`src/hw/rtl/pmsc_pkg.sv`:
```
// constants and types shared by the motor speed controller
`default_nettype none

package pmsc_pkg;

   typedef logic [2:0] csr_index_type;

   // register indexes of the configuration port
   localparam csr_index_type REG_TARGET_RPM       = 3'd0;
   localparam csr_index_type REG_PROP_GAIN        = 3'd1;
   localparam csr_index_type REG_INTEG_GAIN       = 3'd2;
   localparam csr_index_type REG_DERIV_GAIN       = 3'd3;
   localparam csr_index_type REG_STALL_TIMEOUT_MS = 3'd4;
   localparam csr_index_type REG_PWM_LIMIT        = 3'd5;

   localparam logic [15:0] TARGET_RPM_RESET       = 16'd120;
   localparam logic [15:0] PROP_GAIN_RESET        = 16'd205;
   localparam logic [15:0] INTEG_GAIN_RESET       = 16'd166;
   localparam logic [15:0] DERIV_GAIN_RESET       = 16'd1024;
   localparam logic [15:0] STALL_TIMEOUT_MS_RESET = 16'd1500;
   localparam logic [15:0] PWM_LIMIT_RESET        = 16'd5000;

   // 60000 rpm*ms in Q.8
   localparam logic [23:0] SPEED_NUMERATOR_Q8 = 24'd15360000;
   localparam logic [23:0] RPM_MAX_Q8         = 24'hFFFFFF;

   localparam logic signed [31:0] SUM_MAX   = 32'sh7FFFFFFF;
   localparam logic signed [31:0] SUM_MIN   = 32'sh80000000;
   localparam logic signed [31:0] STATE_RESET_Q8 = 32'sd256;

   localparam int DIV_STEPS = 24;
   localparam int MUL_STEPS = 3;

endpackage

`default_nettype wire

```
`src/hw/rtl/pid_motor_speed_control.sv`:
```
// pid speed controller: restoring divider, shared multiplier and output register
`default_nettype none

// One control tick in, one drive result out. The speed 60000/interval rpm is
// found by a restoring divider that produces one quotient bit per cycle, then
// the error, saturating integral and error change are formed, and the three
// PID terms pass one after another through a single 17x32 multiplier into a
// 51-bit accumulator. The divider is skipped when the motor is stalled (speed
// zero) or the interval is zero (speed at its maximum). req_stall is high while
// a tick is being worked on; a finished result waits in the output register, so
// the next tick may be taken before the previous result has been transferred.
// Configuration registers are to be written only while no tick is in flight;
// the user must keep to this, as the block itself does not enforce it.
module pid_motor_speed_control (
   input  wire logic                  clock,
   input  wire logic                  reset,
   input  wire logic                  req_valid,
   output logic                       req_stall,
   input  wire logic [15:0]           req_pulse_interval_ms,
   input  wire logic [15:0]           req_since_pulse_ms,
   output logic                       rsp_valid,
   input  wire logic                  rsp_stall,
   output logic [15:0]                rsp_drive_value,
   output logic [23:0]                rsp_measured_rpm,
   output logic signed [24:0]         rsp_speed_error,
   output logic signed [31:0]         rsp_integral_value,
   output logic signed [25:0]         rsp_error_change,
   input  wire logic                  csr_write_enable,
   input  wire pmsc_pkg::csr_index_type csr_index,
   input  wire logic [15:0]           csr_write_data
);
   import pmsc_pkg::*;

   typedef enum logic [2:0] {
      ST_IDLE,
      ST_DIVIDE,
      ST_ERROR,
      ST_SUM,
      ST_MULTIPLY,
      ST_FINISH
   } state_type;

   state_type state_ff, state_in;

   logic [15:0] target_rpm_ff, target_rpm_in;
   logic [15:0] prop_gain_ff, prop_gain_in;
   logic [15:0] integ_gain_ff, integ_gain_in;
   logic [15:0] deriv_gain_ff, deriv_gain_in;
   logic [15:0] stall_timeout_ff, stall_timeout_in;
   logic [15:0] pwm_limit_ff, pwm_limit_in;

   logic signed [31:0] error_sum_ff, error_sum_in;
   logic signed [24:0] prev_error_ff, prev_error_in;

   logic [15:0]        interval_ff, interval_in;
   logic [23:0]        quot_ff, quot_in;
   logic [15:0]        rem_ff, rem_in;
   logic [4:0]         count_ff, count_in;
   logic signed [24:0] err_ff, err_in;
   logic signed [31:0] sum_ff, sum_in;
   logic signed [25:0] change_ff, change_in;
   logic signed [48:0] prod_ff, prod_in;
   logic signed [50:0] acc_ff, acc_in;

   logic               rsp_valid_ff, rsp_valid_in;
   logic [15:0]        rsp_drive_ff, rsp_drive_in;
   logic [23:0]        rsp_rpm_ff, rsp_rpm_in;
   logic signed [24:0] rsp_err_ff, rsp_err_in;
   logic signed [31:0] rsp_sum_ff, rsp_sum_in;
   logic signed [25:0] rsp_change_ff, rsp_change_in;

   // divider step
   logic [16:0] rem_shift;
   logic        rem_ge;

   // error and integral
   logic signed [32:0] sum_wide;

   // shared multiplier
   logic [15:0]        mul_gain;
   logic signed [31:0] mul_operand;
   logic signed [48:0] mul_result;

   // drive clamp
   logic        acc_positive;
   logic [33:0] acc_whole;
   logic [15:0] drive_value;

   assign rem_shift = {rem_ff, quot_ff[23]};
   assign rem_ge    = rem_shift >= {1'b0, interval_ff};
   assign sum_wide  = {error_sum_ff[31], error_sum_ff} + 33'(err_ff);

   always_comb begin
      case (count_ff[1:0])
         2'd0: begin
            mul_gain    = prop_gain_ff;
            mul_operand = 32'(err_ff);
         end
         2'd1: begin
            mul_gain    = integ_gain_ff;
            mul_operand = sum_ff;
         end
         2'd2: begin
            mul_gain    = deriv_gain_ff;
            mul_operand = 32'(change_ff);
         end
         default: begin
            mul_gain    = '0;
            mul_operand = '0;
         end
      endcase
   end

   assign mul_result = $signed({1'b0, mul_gain}) * mul_operand;

   assign acc_positive = !acc_ff[50] && (acc_ff != '0);
   assign acc_whole    = acc_ff[49:16];
   always_comb begin
      if (!acc_positive) begin
         drive_value = '0;
      end else if (acc_whole > {18'd0, pwm_limit_ff}) begin
         drive_value = pwm_limit_ff;
      end else begin
         drive_value = acc_whole[15:0];
      end
   end

   always_comb begin
      state_in         = state_ff;
      target_rpm_in    = target_rpm_ff;
      prop_gain_in     = prop_gain_ff;
      integ_gain_in    = integ_gain_ff;
      deriv_gain_in    = deriv_gain_ff;
      stall_timeout_in = stall_timeout_ff;
      pwm_limit_in     = pwm_limit_ff;
      error_sum_in     = error_sum_ff;
      prev_error_in    = prev_error_ff;
      interval_in      = interval_ff;
      quot_in          = quot_ff;
      rem_in           = rem_ff;
      count_in         = count_ff;
      err_in           = err_ff;
      sum_in           = sum_ff;
      change_in        = change_ff;
      prod_in          = prod_ff;
      acc_in           = acc_ff;
      rsp_valid_in     = rsp_valid_ff && rsp_stall;
      rsp_drive_in     = rsp_drive_ff;
      rsp_rpm_in       = rsp_rpm_ff;
      rsp_err_in       = rsp_err_ff;
      rsp_sum_in       = rsp_sum_ff;
      rsp_change_in    = rsp_change_ff;

      if (csr_write_enable) begin
         case (csr_index)
            REG_TARGET_RPM:       target_rpm_in    = csr_write_data;
            REG_PROP_GAIN:        prop_gain_in     = csr_write_data;
            REG_INTEG_GAIN:       integ_gain_in    = csr_write_data;
            REG_DERIV_GAIN:       deriv_gain_in    = csr_write_data;
            REG_STALL_TIMEOUT_MS: stall_timeout_in = csr_write_data;
            REG_PWM_LIMIT:        pwm_limit_in     = csr_write_data;
            default: ;
         endcase
      end

      case (state_ff)
         ST_IDLE: begin
            if (req_valid) begin
               interval_in = req_pulse_interval_ms;
               rem_in      = '0;
               count_in    = '0;
               if (req_since_pulse_ms > stall_timeout_ff) begin
                  quot_in  = '0;
                  state_in = ST_ERROR;
               end else if (req_pulse_interval_ms == '0) begin
                  quot_in  = RPM_MAX_Q8;
                  state_in = ST_ERROR;
               end else begin
                  quot_in  = SPEED_NUMERATOR_Q8;
                  state_in = ST_DIVIDE;
               end
            end
         end
         ST_DIVIDE: begin
            // dividend bits shift out of the top of quot as quotient bits enter
            rem_in   = rem_ge ? 16'(rem_shift - {1'b0, interval_ff}) : rem_shift[15:0];
            quot_in  = {quot_ff[22:0], rem_ge};
            count_in = count_ff + 5'd1;
            if (count_ff == 5'(DIV_STEPS - 1)) begin
               state_in = ST_ERROR;
            end
         end
         ST_ERROR: begin
            err_in   = $signed({1'b0, target_rpm_ff, 8'h00}) - $signed({1'b0, quot_ff});
            state_in = ST_SUM;
         end
         ST_SUM: begin
            if (sum_wide[32] != sum_wide[31]) begin
               sum_in = sum_wide[32] ? SUM_MIN : SUM_MAX;
            end else begin
               sum_in = sum_wide[31:0];
            end
            change_in     = 26'(err_ff) - 26'(prev_error_ff);
            error_sum_in  = sum_in;
            prev_error_in = err_ff;
            acc_in        = '0;
            count_in      = '0;
            state_in      = ST_MULTIPLY;
         end
         ST_MULTIPLY: begin
            // product of one term is added while the next term multiplies
            prod_in  = mul_result;
            if (count_ff != '0) begin
               acc_in = acc_ff + 51'(prod_ff);
            end
            count_in = count_ff + 5'd1;
            if (count_ff[1:0] == 2'(MUL_STEPS)) begin
               state_in = ST_FINISH;
            end
         end
         ST_FINISH: begin
            if (!rsp_valid_ff || !rsp_stall) begin
               rsp_valid_in  = 1'b1;
               rsp_drive_in  = drive_value;
               rsp_rpm_in    = quot_ff;
               rsp_err_in    = err_ff;
               rsp_sum_in    = sum_ff;
               rsp_change_in = change_ff;
               state_in      = ST_IDLE;
            end
         end
         default: begin
            state_in = ST_IDLE;
         end
      endcase
   end

   always_ff @(posedge clock) begin
      if (reset) begin
         state_ff         <= ST_IDLE;
         rsp_valid_ff     <= 1'b0;
         count_ff         <= '0;
         target_rpm_ff    <= TARGET_RPM_RESET;
         prop_gain_ff     <= PROP_GAIN_RESET;
         integ_gain_ff    <= INTEG_GAIN_RESET;
         deriv_gain_ff    <= DERIV_GAIN_RESET;
         stall_timeout_ff <= STALL_TIMEOUT_MS_RESET;
         pwm_limit_ff     <= PWM_LIMIT_RESET;
         error_sum_ff     <= STATE_RESET_Q8;
         prev_error_ff    <= 25'(STATE_RESET_Q8);
      end else begin
         state_ff         <= state_in;
         rsp_valid_ff     <= rsp_valid_in;
         count_ff         <= count_in;
         target_rpm_ff    <= target_rpm_in;
         prop_gain_ff     <= prop_gain_in;
         integ_gain_ff    <= integ_gain_in;
         deriv_gain_ff    <= deriv_gain_in;
         stall_timeout_ff <= stall_timeout_in;
         pwm_limit_ff     <= pwm_limit_in;
         error_sum_ff     <= error_sum_in;
         prev_error_ff    <= prev_error_in;
      end
      interval_ff   <= interval_in;
      quot_ff       <= quot_in;
      rem_ff        <= rem_in;
      err_ff        <= err_in;
      sum_ff        <= sum_in;
      change_ff     <= change_in;
      prod_ff       <= prod_in;
      acc_ff        <= acc_in;
      rsp_drive_ff  <= rsp_drive_in;
      rsp_rpm_ff    <= rsp_rpm_in;
      rsp_err_ff    <= rsp_err_in;
      rsp_sum_ff    <= rsp_sum_in;
      rsp_change_ff <= rsp_change_in;
   end

   assign req_stall          = (state_ff != ST_IDLE);
   assign rsp_valid          = rsp_valid_ff;
   assign rsp_drive_value    = rsp_drive_ff;
   assign rsp_measured_rpm   = rsp_rpm_ff;
   assign rsp_speed_error    = rsp_err_ff;
   assign rsp_integral_value = rsp_sum_ff;
   assign rsp_error_change   = rsp_change_ff;

   a_drive_within_limit: assert property (@(posedge clock) disable iff (reset)
      rsp_valid |-> rsp_drive_value <= pwm_limit_ff)
      else $error("drive value above pwm limit");

   a_error_matches_speed: assert property (@(posedge clock) disable iff (reset)
      rsp_valid |-> rsp_speed_error ==
         ($signed({1'b0, target_rpm_ff, 8'h00}) - $signed({1'b0, rsp_measured_rpm})))
      else $error("speed error does not match measured speed");

   a_integral_is_state: assert property (@(posedge clock) disable iff (reset)
      rsp_valid && (state_ff == ST_IDLE) |-> rsp_integral_value == error_sum_ff)
      else $error("reported integral differs from stored integral");

   a_divider_bounded: assert property (@(posedge clock) disable iff (reset)
      state_ff == ST_DIVIDE |-> count_ff < 5'(DIV_STEPS))
      else $error("divider ran past its step count");

endmodule

`default_nettype wire
```
`config.mk`:
```
export PLATFORM = sky130hd
export DESIGN_NAME = pid_motor_speed_control
export DESIGN_NICKNAME = d
export VERILOG_FILES = /design/src/hw/rtl/pmsc_pkg.sv /design/src/hw/rtl/pid_motor_speed_control.sv
export SDC_FILE = /design/constraint.sdc
export NUM_CORES = 2
export LEC_CHECK = 0
export BUFFER_PORTS_ARGS = -buffer_cell sky130_fd_sc_hd__buf_2
export CAP_MARGIN = 20
export CORE_MARGIN = 2
export CORE_UTILIZATION = 60
export DETAILED_ROUTE_END_ITERATION = 6
export PLACE_DENSITY = 0.88
export SETUP_SLACK_MARGIN = 0.4
export SLEW_MARGIN = 20
export SYNTH_ARGS = -nofsm -noshare
export SYNTH_HDL_FRONTEND = slang
export SYNTH_SLANG_ARGS = --single-unit
```
`constraint.sdc`:
```
create_clock -name clock -period 10.9 [get_ports clock]
set_clock_uncertainty 0.05 [all_clocks]
set_input_delay 1.635 -clock clock [delete_from_list [all_inputs] [get_ports clock]]
set_output_delay 1.635 -clock clock [all_outputs]
set_load 0.05 [all_outputs]
```
==> flow_metrics.py <==
metrics = {
    "outcome": {
        "outcome": "finished, violations left",
        "violations": "design-rule violations",
    },
    "global_route": {
        "grt_max_degree": 92,
        "antenna_found_initial": 1,
        "grt_pass1_wl_microns": 199000,
        "grtUsageTotal": 0.333,
        "grt_pass1_vias": 36000,
        "grt_overflow": 0,
    },
    "final_layout": {
        "diodes": 0,
        "layout.nets": 5711,
        "drive_gt1_frac": 0.0810,
        "finalInstanceArea_sq_um": 48600,
        "fin_util": 0.656,
        "area_delta_synth_final_pct": 8.63,
        "layout_commonest_cell": "inv_1",
        "final_cell_mix": "744 x inv_1, 670 x nand2_1, 493 x fa_1",
    },
    "critical_path": {
        "timing_worst_setup_path_type": "reg -> reg",
        "end_kind": "flop",
        "crit_required_ns": 11.22,
        "r2r_start": "count_ff[0]",
        "critPathMaxFanout": 25,
        "r2r_cells": 27,
        "startpoint": "count_ff[0]",
        "cp.arrival_ns": 9.33,
        "crit_path_start_kind": "flop",
    },
    "clocking": {
        "cts.clk_slew.worst_paths_ns": 0.07,
        "post_cts_buffers": 0,
        "htreeDepth": 2,
        "ctsHoldBuffers": 0,
        "clock_sinks": 524,
        "numCtsBuffers": 55,
        "cts_tree": "yes",
        "clk_latency_ns": 0.67,
        "cts-root-buf": "clkbuf_16",
        "cts_max_path_buffers": 3,
        "cts.repair.resized": 0,
    },
    "route": {
        "antenna_left": 0,
        "vias": 35700,
        "wl_per_cell_microns": 21.8,
        "viasPerCell": 6.07,
        "finalWirelength_microns": 128000,
        "drt_iter0_drc": 3828,
        "drc": 7,
        "firstDrtPassIters": 7,
    },
    "die": {
        "core_area_sq_um": 74100,
        "die_area_sq_um": 76700,
        "initial_core_util": 0.604,
        "fp.dieW_microns": 277,
        "io-pin-count": 181,
        "rows": 100,
        "die_h_microns": 277,
    },
    "timing": {
        "relSlewSlack": 0.201,
        "finalCritPeriodShare": 0.827,
        "hold_viol_final": 0,
        "worst_pin_slew_ns": 1.20,
        "rsz0062_at_grt": "no",
        "final-setup-viol-count": 0,
        "fin_crit_ns": 9.01,
        "timing.setup.tns_ns": 0,
        "slew_violations": 0,
        "fmax_mhz": 111,
        "hold_ws_ns": 0.405,
    },
    "logic_synthesis": {
        "synthArstFlopShare": 0,
        "syn_area_per_cell_sq_um": 9.41,
        "ys.flop_type": "edfxtp_1",
        "ys_ff_latch": 524,
        "netlist_instances": 4753,
        "syn-cell-area_sq_um": 44700,
        "synth_cell_types": 85,
        "synth_seq_area_share": 0.316,
        "synth_nets": 5595,
        "synth_edf_count": 362,
        "yosys_warnings": 0,
    },
    "placement": {
        "port_buffers": 180,
        "gp_congestion": 1.03,
        "placedInstanceArea_sq_um": 46600,
        "dp.final_hpwl_microns": 98400,
    },
    "run": {
        "cap_violations": 0,
    },
    "worst_hold_path": {
        "holdCritStartpoint": "quot_ff[16]",
        "hp-class": "reg -> reg",
        "hold_depth": 0,
    },
}
## routing by layer
layer  share of wire  vias to the layer above  global-route usage
li1                -                    15900                   -
met1            0.37                    17200               0.425
met2            0.45                     2201               0.523
met3            0.12                      472              0.0974
met4           0.057                        2               0.159
met5        0.000062                        -                   0
## worst max-delay path, stage by stage, from the launching register on
cell and delay [ns]:
dfxtp_1 0.36, inv_1 0.11, ha_1 0.63, buf_4 0.42
nand2_1 0.10, and2_1 0.24, nor2_1 0.76, nand2_1 0.18
fa_1 0.54, fa_1 0.56, fa_1 0.52, inv_1 0.06
fa_1 0.48, fa_1 0.49, inv_1 0.05, fa_1 0.48
inv_1 0.04, ha_1 0.37, nand3_1 0.12, o211ai_1 0.14
or3_1 0.38, o21ai_1 0.21, a21oi_1 0.19, a31oi_1 0.49
o311ai_1 0.21, a31o_2 0.26, a21oi_1 0.17, xnor2_1 0.09
## sequential cells by signal (all words and copies together) (netlist names), 24 cells and up
signal,flops
err_ff,25
prev_error_ff,25
error_sum_ff,32
sum_ff,32
change_ff,26
prod_ff,49
rsp_measured_rpm,24
rsp_error_change,26
rsp_integral_value,32
rsp_speed_error,25
acc_ff,51
quot_ff,24
## worst paths after layout
check	to	slack (ns)
worst min-delay path	rsp_measured_rpm[16]	0.41
worst min register to register	rsp_measured_rpm[16]	0.41
worst max register to register	prod_ff[48]	1.89
worst max-delay path	prod_ff[48]	1.89
## per-stage QoR
step           setup slack, ns  cells
2_1_floorplan             3.21   4753
3_3_place_gp              1.61   5776
3_5_place_dp              2.10   5779
4_1_cts                   2.04   5882
5_1_grt                   1.45   5884
6_report                  1.89   5884
## kinds of logic after synthesis
kind of cell             synth area share
AO/OA/AOI/OAI                       0.119
XOR/XNOR                           0.0305
adder cells (fa/ha/maj)             0.304
buffers and inverters              0.0780
flip-flops                          0.316
multiplexers                      0.00716
AND/OR/NAND/NOR                     0.146
## cell type report
class,count,area (sq um)
Multi-Input combinational cell,3306,27200
Timing Repair Buffer,234,1310
Inverter,748,2810
Sequential cell,524,14100
Tap cell,969,1210
Fill cell,5751,25500
Clock buffer,63,1470
Clock inverter,40,485
## synthesized netlist by cell type (21+ instances only)
| library cell | n | area share |
|---|---|---|
| a211oi_1 | 22 | 0.0037 |
| a21o_1 | 108 | 0.018 |
| a21oi_1 | 298 | 0.033 |
| a22oi_1 | 26 | 0.0044 |
| a31oi_1 | 29 | 0.0041 |
| and2_1 | 31 | 0.0043 |
| and3_1 | 23 | 0.0032 |
| clkbuf_1 | 149 | 0.013 |
| dfxtp_1 | 162 | 0.073 |
| edfxtp_1 | 362 | 0.24 |
| fa_1 | 493 | 0.22 |
| ha_1 | 293 | 0.082 |
| inv_1 | 744 | 0.062 |
| mux2i_1 | 32 | 0.0072 |
| nand2_1 | 671 | 0.056 |
| nand2b_1 | 42 | 0.0059 |
| nand3_1 | 55 | 0.0062 |
| nand4_1 | 31 | 0.0043 |
| nor2_1 | 456 | 0.038 |
| nor2b_1 | 30 | 0.0042 |
| nor3_1 | 54 | 0.0060 |
| nor4_1 | 21 | 0.0029 |
| o211ai_1 | 26 | 0.0044 |
| o21a_1 | 43 | 0.0072 |
| o21ai_0 | 98 | 0.011 |
| o21bai_1 | 29 | 0.0049 |
| or2_2 | 25 | 0.0035 |
| or3_1 | 36 | 0.0050 |
| xnor2_1 | 98 | 0.019 |
| xor2_1 | 58 | 0.011 |
Power is not shown: default switching activity piles up to over one toggle a cycle in this logic, so the estimate is an artifact.
